`src/hw/rtl/prq_pkg.sv`:
```
package prq_pkg;

    localparam int TASK_W  = 4;
    localparam int PRI_W   = 8;
    localparam int PER_W   = 16;
    localparam int LEVEL_W = 5;

    localparam logic FUNC_ENQUEUE = 1'b0;
    localparam logic FUNC_DEQUEUE = 1'b1;

    typedef struct packed {
        logic              func;
        logic [TASK_W-1:0] task_id;
        logic [PRI_W-1:0]  priority_req;
        logic [PER_W-1:0]  period;
    } req_t;

    typedef struct packed {
        logic [TASK_W-1:0]  out_task_id;
        logic               out_valid;
        logic               dup_error;
        logic [LEVEL_W-1:0] queue_level;
    } rsp_t;

    // controller to datapath
    typedef struct packed {
        logic load;
        logic exec;
    } cmd_t;

endpackage

```
`src/hw/rtl/prq_if.sv`:
```
interface prq_req_if
    import prq_pkg::*;
();
    logic valid;
    logic ready;
    req_t data;

    modport source (output valid, output data, input ready);
    modport sink   (input valid, input data, output ready);
endinterface

interface prq_rsp_if
    import prq_pkg::*;
();
    logic valid;
    logic ready;
    rsp_t data;

    modport source (output valid, output data, input ready);
    modport sink   (input valid, input data, output ready);
endinterface

```
`src/hw/rtl/prq_ctrl.sv`:
```
module prq_ctrl
    import prq_pkg::*;
(
    input  logic clk,
    input  logic rst_n,
    input  logic req_valid,
    output logic req_ready,
    output logic rsp_valid,
    input  logic rsp_ready,
    output cmd_t cmd
);

    typedef enum logic [1:0] {
        S_IDLE = 2'b01,
        S_EXEC = 2'b10
    } state_t;

    state_t state_reg, state_next;
    logic   rsp_valid_reg, rsp_valid_next;
    logic   out_free;

    always_comb
    begin
        out_free       = !rsp_valid_reg || rsp_ready;
        req_ready      = (state_reg == S_IDLE);
        cmd.load       = req_ready && req_valid;
        cmd.exec       = (state_reg == S_EXEC) && out_free;
        state_next     = state_reg;
        rsp_valid_next = rsp_valid_reg;
        if (rsp_ready)
        begin
            rsp_valid_next = 1'b0;
        end
        case (state_reg)
            S_IDLE:
            begin
                if (req_valid)
                begin
                    state_next = S_EXEC;
                end
            end
            S_EXEC:
            begin
                // hold the request until the output register is free
                if (out_free)
                begin
                    rsp_valid_next = 1'b1;
                    state_next     = S_IDLE;
                end
            end
            default:
            begin
                state_next = S_IDLE;
            end
        endcase
    end

    always_ff @(posedge clk or negedge rst_n)
    begin
        if (!rst_n)
        begin
            state_reg     <= S_IDLE;
            rsp_valid_reg <= 1'b0;
        end
        else
        begin
            state_reg     <= state_next;
            rsp_valid_reg <= rsp_valid_next;
        end
    end

    assign rsp_valid = rsp_valid_reg;

endmodule

```
`src/hw/rtl/prq_datapath.sv`:
```
module prq_datapath
    import prq_pkg::*;
#(
    parameter int MAX_TASKS     = 16,
    parameter int PRIORITY_BITS = 8,
    parameter int PERIOD_BITS   = 16
)
(
    input  logic clk,
    input  logic rst_n,
    input  cmd_t cmd,
    input  req_t req_data,
    output rsp_t rsp_data
);

    localparam int CNT_W     = $clog2(MAX_TASKS + 1);
    localparam int NUM_FLAGS = (MAX_TASKS < (1 << TASK_W)) ? MAX_TASKS : (1 << TASK_W);
    localparam int FLAG_W    = $clog2(NUM_FLAGS);

    req_t req_reg;
    rsp_t rsp_reg, rsp_next;

    logic [TASK_W-1:0]        task_reg [MAX_TASKS];
    logic [PRIORITY_BITS-1:0] pri_reg  [MAX_TASKS];
    logic [PERIOD_BITS-1:0]   per_reg  [MAX_TASKS];
    logic [TASK_W-1:0]        task_next [MAX_TASKS];
    logic [PRIORITY_BITS-1:0] pri_next  [MAX_TASKS];
    logic [PERIOD_BITS-1:0]   per_next  [MAX_TASKS];
    logic [CNT_W-1:0]         count_reg, count_next;
    logic [NUM_FLAGS-1:0]     flag_reg, flag_next;

    logic [PRIORITY_BITS-1:0] new_pri;
    logic [PERIOD_BITS-1:0]   new_per;
    logic [31:0]              tid_ext, head_ext, level_ext;
    logic [FLAG_W-1:0]        tid_idx, head_idx;
    logic                     tid_ok, is_dup, is_enq, do_insert, do_pop;
    logic [MAX_TASKS-1:0]     keep;

    always_comb
    begin
        new_pri   = PRIORITY_BITS'(req_reg.priority_req);
        new_per   = PERIOD_BITS'(req_reg.period);
        tid_ext   = 32'(req_reg.task_id);
        tid_ok    = tid_ext < 32'(MAX_TASKS);
        tid_idx   = tid_ext[FLAG_W-1:0];
        is_dup    = tid_ok && flag_reg[tid_idx];
        is_enq    = (req_reg.func == FUNC_ENQUEUE);
        do_insert = is_enq && tid_ok && !is_dup && (count_reg < CNT_W'(MAX_TASKS));
        do_pop    = (req_reg.func == FUNC_DEQUEUE) && (count_reg != '0);
        head_ext  = 32'(task_reg[0]);
        head_idx  = head_ext[FLAG_W-1:0];

        // new entry goes behind every live entry that is not strictly worse
        for (int k = 0; k < MAX_TASKS; k++)
        begin
            keep[k] = (CNT_W'(k) < count_reg)
                && !((new_pri < pri_reg[k])
                     || ((new_pri == pri_reg[k]) && (new_per < per_reg[k])));
        end

        task_next  = task_reg;
        pri_next   = pri_reg;
        per_next   = per_reg;
        count_next = count_reg;
        flag_next  = flag_reg;

        if (do_insert)
        begin
            for (int k = 0; k < MAX_TASKS; k++)
            begin
                if (!keep[k])
                begin
                    if (k == 0 || keep[(k == 0) ? 0 : k - 1])
                    begin
                        task_next[k] = req_reg.task_id;
                        pri_next[k]  = new_pri;
                        per_next[k]  = new_per;
                    end
                    else
                    begin
                        task_next[k] = task_reg[(k == 0) ? 0 : k - 1];
                        pri_next[k]  = pri_reg[(k == 0) ? 0 : k - 1];
                        per_next[k]  = per_reg[(k == 0) ? 0 : k - 1];
                    end
                end
            end
            count_next        = count_reg + 1'b1;
            flag_next[tid_idx] = 1'b1;
        end
        else if (do_pop)
        begin
            // advance every entry one slot toward the head
            for (int k = 0; k < MAX_TASKS - 1; k++)
            begin
                task_next[k] = task_reg[k + 1];
                pri_next[k]  = pri_reg[k + 1];
                per_next[k]  = per_reg[k + 1];
            end
            count_next = count_reg - 1'b1;
            if (head_ext < 32'(MAX_TASKS))
            begin
                flag_next[head_idx] = 1'b0;
            end
        end

        level_ext            = 32'(count_next);
        rsp_next.out_task_id = do_pop ? task_reg[0] : '0;
        rsp_next.out_valid   = do_pop;
        rsp_next.dup_error   = is_enq && is_dup;
        rsp_next.queue_level = level_ext[LEVEL_W-1:0];
    end

    always_ff @(posedge clk)
    begin
        if (cmd.load)
        begin
            req_reg <= req_data;
        end
        if (cmd.exec)
        begin
            rsp_reg  <= rsp_next;
            task_reg <= task_next;
            pri_reg  <= pri_next;
            per_reg  <= per_next;
        end
    end

    always_ff @(posedge clk or negedge rst_n)
    begin
        if (!rst_n)
        begin
            count_reg <= '0;
            flag_reg  <= '0;
        end
        else if (cmd.exec)
        begin
            count_reg <= count_next;
            flag_reg  <= flag_next;
        end
    end

    assign rsp_data = rsp_reg;

endmodule

```
`src/hw/rtl/priority_ready_queue_core.sv`:
```
// Sorted task ready queue, shift-register cells with parallel slot compare.
// A request is taken into the request register, then compared and shifted over all
// cells at once, and the result goes to the response register. No new request is
// accepted until the current one has executed, which waits on a stalled response side.
// Reset: asynchronous, clears entry count, queued flags and handshake state;
// entry cells are not cleared and are never read before written.
module priority_ready_queue_core
    import prq_pkg::*;
#(
    parameter int MAX_TASKS     = 16,
    parameter int PRIORITY_BITS = 8,
    parameter int PERIOD_BITS   = 16
)
(
    input logic      clk,
    input logic      rst_n,
    prq_req_if.sink  req,
    prq_rsp_if.source rsp
);

    cmd_t cmd;
    logic req_ready;
    logic rsp_valid;
    rsp_t rsp_data;

    prq_ctrl u_ctrl (
        .clk       (clk),
        .rst_n     (rst_n),
        .req_valid (req.valid),
        .req_ready (req_ready),
        .rsp_valid (rsp_valid),
        .rsp_ready (rsp.ready),
        .cmd       (cmd)
    );

    prq_datapath #(
        .MAX_TASKS     (MAX_TASKS),
        .PRIORITY_BITS (PRIORITY_BITS),
        .PERIOD_BITS   (PERIOD_BITS)
    ) u_datapath (
        .clk      (clk),
        .rst_n    (rst_n),
        .cmd      (cmd),
        .req_data (req.data),
        .rsp_data (rsp_data)
    );

    assign req.ready = req_ready;
    assign rsp.valid = rsp_valid;
    assign rsp.data  = rsp_data;

endmodule
```
`src/flat_wrapper.sv`:
```
// flat-port wrapper written by rule: the top's interface ports become plain ports
module priority_ready_queue_core_flat import prq_pkg::*;
#(
    parameter int MAX_TASKS     = 16,
    parameter int PRIORITY_BITS = 8,
    parameter int PERIOD_BITS   = 16
)
  (clk, rst_n, req_valid, req_data, req_ready, rsp_valid, rsp_data, rsp_ready);
  prq_req_if req_i ();
  prq_rsp_if rsp_i ();
  input logic clk;
  input logic rst_n;
  input wire logic [$bits(req_i.valid)-1:0] req_valid;
  input wire logic [$bits(req_i.data)-1:0] req_data;
  output wire logic [$bits(req_i.ready)-1:0] req_ready;
  output wire logic [$bits(rsp_i.valid)-1:0] rsp_valid;
  output wire logic [$bits(rsp_i.data)-1:0] rsp_data;
  input wire logic [$bits(rsp_i.ready)-1:0] rsp_ready;
  assign req_i.valid = req_valid;
  assign req_i.data = req_data;
  assign req_ready = req_i.ready;
  assign rsp_valid = rsp_i.valid;
  assign rsp_data = rsp_i.data;
  assign rsp_i.ready = rsp_ready;
  priority_ready_queue_core #(.MAX_TASKS(MAX_TASKS), .PRIORITY_BITS(PRIORITY_BITS), .PERIOD_BITS(PERIOD_BITS)) u_core (.clk(clk), .rst_n(rst_n), .req(req_i), .rsp(rsp_i));
endmodule
```
`config.mk`:
```
export PLATFORM = sky130hd
export DESIGN_NAME = priority_ready_queue_core_flat
export DESIGN_NICKNAME = d
export VERILOG_FILES = /design/src/hw/rtl/prq_pkg.sv /design/src/hw/rtl/prq_if.sv /design/src/hw/rtl/prq_ctrl.sv /design/src/hw/rtl/prq_datapath.sv /design/src/hw/rtl/priority_ready_queue_core.sv /design/src/flat_wrapper.sv
export SDC_FILE = /design/constraint.sdc
export NUM_CORES = 2
export LEC_CHECK = 0
export ABC_CLOCK_PERIOD_IN_PS = 3900
export BUFFER_PORTS_ARGS = -buffer_cell sky130_fd_sc_hd__buf_4
export CAP_MARGIN = 0
export CORE_MARGIN = 3
export CORE_UTILIZATION = 50
export CTS_CLUSTER_SIZE = 25
export DETAILED_ROUTE_END_ITERATION = 12
export PLACE_DENSITY = 0.68
export SKIP_LAST_GASP = 1
export SLEW_MARGIN = 20
export SYNTH_ARGS = -nofsm -noshare
export SYNTH_HDL_FRONTEND = slang
export SYNTH_SLANG_ARGS = --single-unit
export TNS_END_PERCENT = 100
```
`constraint.sdc`:
```
create_clock -name clk -period 3.9 [get_ports clk]
set_input_delay 0.195 -clock clk [delete_from_list [all_inputs] [get_ports clk]]
set_output_delay 0.195 -clock clk [all_outputs]
set_load 0.1 [all_outputs]
```
; After elaboration in Yosys (flattened, before gate mapping)
; Index checks and enable logic that the tools add are counted.
[totals]
elab_cells = 362
out_inout_bits = 13
input_bits = 33
regBits = 512
[op_classes]
muxes = 112
bitwise = 5
eq_ne = 35
magnitude_cmp = 53
n_reduce_logical = 95
add_sub_neg = 2
[ops]
columns = op, n
row1 = $mux W16, 32
row2 = $mux W240, 2
row3 = $lt A16 B16 Y1, 16
row4 = $mux W120, 2
row5 = $mux W8, 30
row6 = $eq A8 B8 Y1, 16
row7 = $lt A8 B8 Y1, 16
row8 = $mux W4, 30
row9 = $mux W60, 2
row10 = $reduce_and A3 Y1, 16
row11 = $logic_and A1 B1 Y1, 40
row12 = $lt A4 B5 Y1 const A, 8
row13 = $ne A2 B2 Y1 const B, 17
row14 = $lt A3 B5 Y1 const A, 4
row15 = $logic_not A1 Y1, 18
row16 = $logic_or A1 B1 Y1, 17
row17 = $and A16 B16 Y16, 1
row18 = $not A16 Y16, 1
row19 = $or A16 B16 Y16, 1
row20 = $lt A1 B5 Y1 const A, 2
row21 = $lt A2 B5 Y1 const A, 2
row22 = $lt A4 B5 Y1 const B, 2
row23 = $mux W5, 2
row24 = $demux W1 S4, 2
row25 = other kinds (14), 23

; Depth between registers and ports, before layout
[logic_depth]
depth_word = 8
mapped_depth = 11
ltp_nobuf = 8

; Cells and area by module
; From an unflattened synthesis, not the netlist that was laid out.
[unflattened]
hier_cells = 3321
area_unflattened_um2 = 35318.9
[modules_own_cells]
columns = module, n_inst, seq_area_each_um2, area_each_um2, cells_each
row1 = prq_datapath, 1, 15179.6, 35191.3, 3309
row2 = prq_ctrl, 1, 76.3, 127.6, 12

; Least setup slack after synthesis
; OpenSTA, ideal clock, no wires.
[synth_timing]
kind = flip-flop to flip-flop
start = reg u_core.u_datapath.req_reg, in the netlist u_core.u_datapath.new_pri[0]
end = reg u_core.u_datapath.per_reg[100] (netlist bit), enable pin
period_less_slack_ps = 4320
path_slack_ps = -420
n_path_buf = 3
t_required_ps = 3470
path_stages_with_launch = 11
setup_ps = 430
arrival_time_ps = 3890
cell_sequence = edfxtp_1 > clkbuf_1 > inv_1 > ha_1 > and4b_1 > nand4_1 > a2111oi_0 > nand3_1 > clkbuf_1 > clkbuf_1 > a31oi_1
[synth_via]
elab_chain_cells = 7
word_cells_on_any_way = 8
cone_classes = order compare: 1 / eq/ne: 2 / reduce/logical: 5
[synth_lines]
columns = item, line
row1 = from (decl), prq_datapath.sv:20  ; req_t req_reg;
row2 = from (signal assigned), prq_datapath.sv:117  ; req_reg <= req_data;
row3 = "parallel branches: the longest is 2 deep, another holds $lt A8 B8 Y1", --
row4 = $logic_or A1 B1 Y1 *, prq_datapath.sv:58  ; || ((new_pri == pri_reg[k]) && (new_per < per_reg[k])));
row5 = $logic_not A1 Y1 *, prq_datapath.sv:57  ; && !((new_pri < pri_reg[k])
row6 = $logic_and A1 B1 Y1 *, prq_datapath.sv:57
row7 = $ne A2 B2 Y1 (no line) *, --
row8 = $reduce_and A3 Y1 (no line) *, --
row9 = to (signal assigned), prq_datapath.sv:124  ; per_reg <= per_next;
row10 = to (decl), prq_datapath.sv:25  ; logic [PERIOD_BITS-1:0] per_reg [MAX_TASKS];
; Every way passes the cells marked *.
; A chain may end at the register's enable or synchronous reset.

; Worst setup path in the final report
[layout_timing]
start = reg u_core.u_datapath.req_reg, in the netlist u_core.u_datapath.tid_idx[0]
end = reg u_core.u_datapath.task_reg[6] (netlist bit), enable pin
[layout_via]
elab_chain_cells = 7
word_cells_on_any_way = 8
cone_classes = eq/ne: 1 / mux: 2 / reduce/logical: 5
[layout_lines]
columns = item, line
row1 = $bmux W1 S4 *, prq_datapath.sv:46  ; is_dup = tid_ok && flag_reg[tid_idx];
row2 = $mux W1 (implied by the code) *, prq_datapath.sv:46
row3 = $logic_not A1 Y1 *, prq_datapath.sv:48  ; do_insert = is_enq && tid_ok && !is_dup && (count_reg < CNT_W'(MAX_TASKS));
row4 = $logic_and A1 B1 Y1 * (2 in series), prq_datapath.sv:48
row5 = $ne A2 B2 Y1 (no line) / $reduce_bool A2 Y1 (equally long branches), --
row6 = $reduce_and A3 Y1 (no line) *, --
row7 = to (signal assigned), prq_datapath.sv:122  ; task_reg <= task_next;
row8 = to (decl), prq_datapath.sv:23  ; logic [TASK_W-1:0] task_reg [MAX_TASKS];
; Every way passes the cells marked *; elsewhere a longest branch is shown, timed or not. The select of a mux whose other input is x is not followed.

==> out/results.tsv <==
stage	metric	value	unit
route	Routed WL per cell	22.9	um
clock_tree	Worst-Skew Late Latency	680	ps
critical_path	worst reg2reg path endpoint	u_core.u_datapath.task_reg[6]$_DFFE_PP_	
sta	fin crit period	3740	ps
route	via/cell ratio	6.44	
sta	f_max	268	MHz
power	Power, Total	14.4	mW
sta	final setup margin	162	ps
synthesis	number of synthesized flops with an enable pin	488	
power	Peak VDD IR	0.390	mV
final_layout	share of layout cells above drive strength 1	9.51	%
final_layout	commonest cells after routing, fill and taps aside	488 x edfxtp_1, 370 x inv_1, 348 x ha_1, 269 x o21ai_0, 267 x nor2_1	
synthesis	Net Count, Synth	3896	
clock_tree	clock sinks	512	
final_layout	commonest non-fill, non-tap cell in the layout	edfxtp_1	
sta	max_slew headroom	32.7	%
synthesis	Synth async-reset ratio	4.69	%
power	Leak	14.9	nW
synthesis	Mapped Cells	3515	
synthesis	Synth top area share	42.9	%
route	DR vias	28690	
sta	Final Hold Viols	0	
placed_design	Port Buf Inserts	45	
route	drt drc	0	
placed_design	dpl ws	48.4	ps
placed_design	DP HPWL	75.6	mm
route	DR pass1 iterations	6	
floorplanning	Starting Density	50.7	%
hold_path	WHS Endpoint	u_core.u_datapath.tid_idx[3]$_DFFE_PP_	
sta	Final setup viols	0	
hold_path	worst hold path class	input pin to register	
critical_path	cell-by-cell trace of the critical path	mux4_2 -> mux2_4 -> or4_1 -> nand2_4 -> o21ai_2 -> buf_4 -> o21ba_2	
sta	Tightest Pin Transition	1010	ps
critical_path	Setup crit start kind	register	
hold_path	hold depth	2	
sta	skew final	42.2	ps
flow_run	max cap viols	0	
final_layout	Final Core Density	56.7	%
synthesis	yosys warns	0	
critical_path	Register-to-Register Path Depth	7	
route	drt total wl	102	mm
floorplanning	DIE HEIGHT	267	um
final_layout	area delta synth->final	11.9	%
floorplanning	CORE AREA	0.0674	mm^2
synthesis	Seq/Total Area, Yosys	44.7	%
synthesis	ys flop type	edfxtp_1	
clock_tree	Clock transition at path regs	60	ps
clock_tree	H-tree depth	2	
sta	worst hold slack	239	ps
critical_path	Worst Setup Path Type	register to register	
critical_path	Reg2Reg Setup Slack	160	ps
critical_path	R2R Path Start	u_core.u_datapath.tid_idx[0]$_DFFE_PP_	
critical_path	Setup crit end kind	register	
global_routing	GRT Residual Overflow	0	
final_layout	max reg flops	256	
synthesis	largest area contributor in the netlist	edfxtp_1	
sta	unrepaired setup endpoints after global routing	false	
global_routing	met1 Use GR	40.6	%
global_routing	grt met2 use	43.6	%
global_routing	Global Route Usage Sum	28.0	%
clock_tree	TritonCTS clock tree	done	
clock_tree	Root Buffer	clkbuf_16	
global_routing	largest net degree at the start of global routing	185	
synthesis	Seq cells post-synth	512	
global_routing	initial antenna violation count	2	
critical_path	critical path required time	4160	ps
floorplanning	full die area	0.0714	mm^2
floorplanning	die width	267	um
synthesis	Synth cell types	67	
global_routing	GRT busiest layer	met2	
sta	max-slew violation count	0	
final_layout	antenna cell count	0	
critical_path	CP arrival	4000	ps
clock_tree	clk buf depth	3	
route	Routed Antenna Nets	0	
floorplanning	Cell Rows	95	
sta	setup_tns	0	ps
placed_design	RePlAce Congestion	0.910	
clock_tree	TritonCTS Buffers	61	
global_routing	met3 usage	3.62	%
global_routing	first-pass GRT wire length	158	mm
floorplanning	Ports	46	
synthesis	Synth area leaders	edfxtp_1 43%, ha_1 13%, o221ai_1 4.1%	
final_layout	final net count	3916	
global_routing	number of global-route vias before repair	27089	
power	power per cell area	377	mW/mm^2
critical_path	Slowest-stage cell, CP	o21ba_2	
sta	period utilization	95.9	%
critical_path	crit-path max FO	28	
route	drt initial violations	3331	
status	status	completed	
critical_path	crit-path max cell delay	880	ps
synthesis	post-synthesis cell area	0.0341	mm^2
hold_path	Hold Crit Start	req_data[27]	
synthesis	post-synthesis area per instance	9.71	um^2
## worst max-delay path by stage
| stage | slack, ps | startpoint | cells past startpoint | end |
|---|---|---|---|---|
| final | 160 | u_core.u_datapath.tid_idx[0]$_DFFE_PP_ | 7 | u_core.u_datapath.task_reg[6]$_DFFE_PP_ |
| after CTS | 160 | u_core.u_datapath.tid_idx[0]$_DFFE_PP_ | 7 | u_core.u_datapath.task_reg[6]$_DFFE_PP_ |
| after global routing | 30 | u_core.u_datapath.tid_idx[0]$_DFFE_PP_ | 7 | u_core.u_datapath.pri_reg[9]$_DFFE_PP_ |
| after floorplan | -400 | u_core.u_datapath.new_pri[0]$_DFFE_PP_ | 10 | u_core.u_datapath.per_reg[144]$_DFFE_PP_ |
| after detailed placement | 50 | u_core.u_datapath.new_per[15]$_DFFE_PP_ | 7 | u_core.u_datapath.task_reg[18]$_DFFE_PP_ |
| after global placement | 80 | u_core.u_datapath.new_per[15]$_DFFE_PP_ | 7 | u_core.u_datapath.task_reg[18]$_DFFE_PP_ |
## report_power, final
group	switching, mW	internal, mW
Combinational	1.64	0.858
Clock	2.42	3.10
Sequential	0.144	6.22
Total	4.21	10.2
## timing repair
item	in CTS	in global routing
hold buffers	33	0
cloned	0	0
pin swaps	1	0
endpoints found under the hold margin	56	0
gates resized for setup	0	1
endpoints found under the setup margin	3	2
setup buffers	3	0
## per-stage QoR
| stage | instance area, um^2 | cells |
|---|---|---|
| after floorplan | 34200 | 3515 |
| after global placement | 35900 | 4309 |
| after detailed placement | 35900 | 4309 |
| after CTS | 38200 | 4457 |
| after global routing | 38200 | 4457 |
| final | 38200 | 4457 |
## area by class of cell
| type | instances | area, um^2 |
|---|---|---|
| Sequential cell | 512 | 15300 |
| Fill cell | 5825 | 29200 |
| Timing Repair Buffer | 236 | 2020 |
| Clock inverter | 26 | 263 |
| Tap cell | 873 | 1090 |
| Inverter | 370 | 1390 |
| Multi-Input combinational cell | 2354 | 16600 |
| Clock buffer | 86 | 1620 |
## cell usage after synthesis, types with 8 or more instances
library cell	count
a211o_1	56
nor3b_1	8
clkbuf_1	187
a21o_1	15
nand3_1	242
mux2_2	13
o211ai_1	174
and3_1	9
inv_1	370
buf_2	81
a221o_1	11
mux2i_1	19
nor4_1	9
o211a_1	8
a31oi_1	212
nor2b_1	34
a2111oi_0	12
dfrtp_1	23
o221ai_1	160
a21oi_1	130
nand2_1	150
and2_1	8
nand4_1	46
and4b_1	8
edfxtp_1	488
a211oi_1	25
o21ai_0	269
ha_1	348
nor2_1	272
nand2b_1	10
nor3_1	22
## per-layer routing
layer | vias to the layer above | part of all wire [%] | wire length [um]
met5 | - | 0 | 0
met1 | 13877 | 45 | 45700
li1 | 13442 | - | -
met4 | 0 | 3.1 | 3190
met3 | 173 | 7.7 | 7890
met2 | 1198 | 44 | 45400
## critical path, delay by kind of cell, from the launching register on
kind,cells,cell delay [ps]
compound gates,2,1170
buf+inv,1,310
flops,1,440
mux,2,800
simple gates,2,590
## kinds of logic after synthesis
family | count (synthesis) | share of synthesized area [%]
adder cells (fa/ha/maj) | 348 | 12.8
AND/OR/NAND/NOR | 835 | 11.4
buffers and inverters | 649 | 7.53
AO/OA/AOI/OAI | 1130 | 22.3
flip-flops | 512 | 44.7
multiplexers | 35 | 1.16
XOR/XNOR | 6 | 0.154
(Power assumes the default switching activity.)
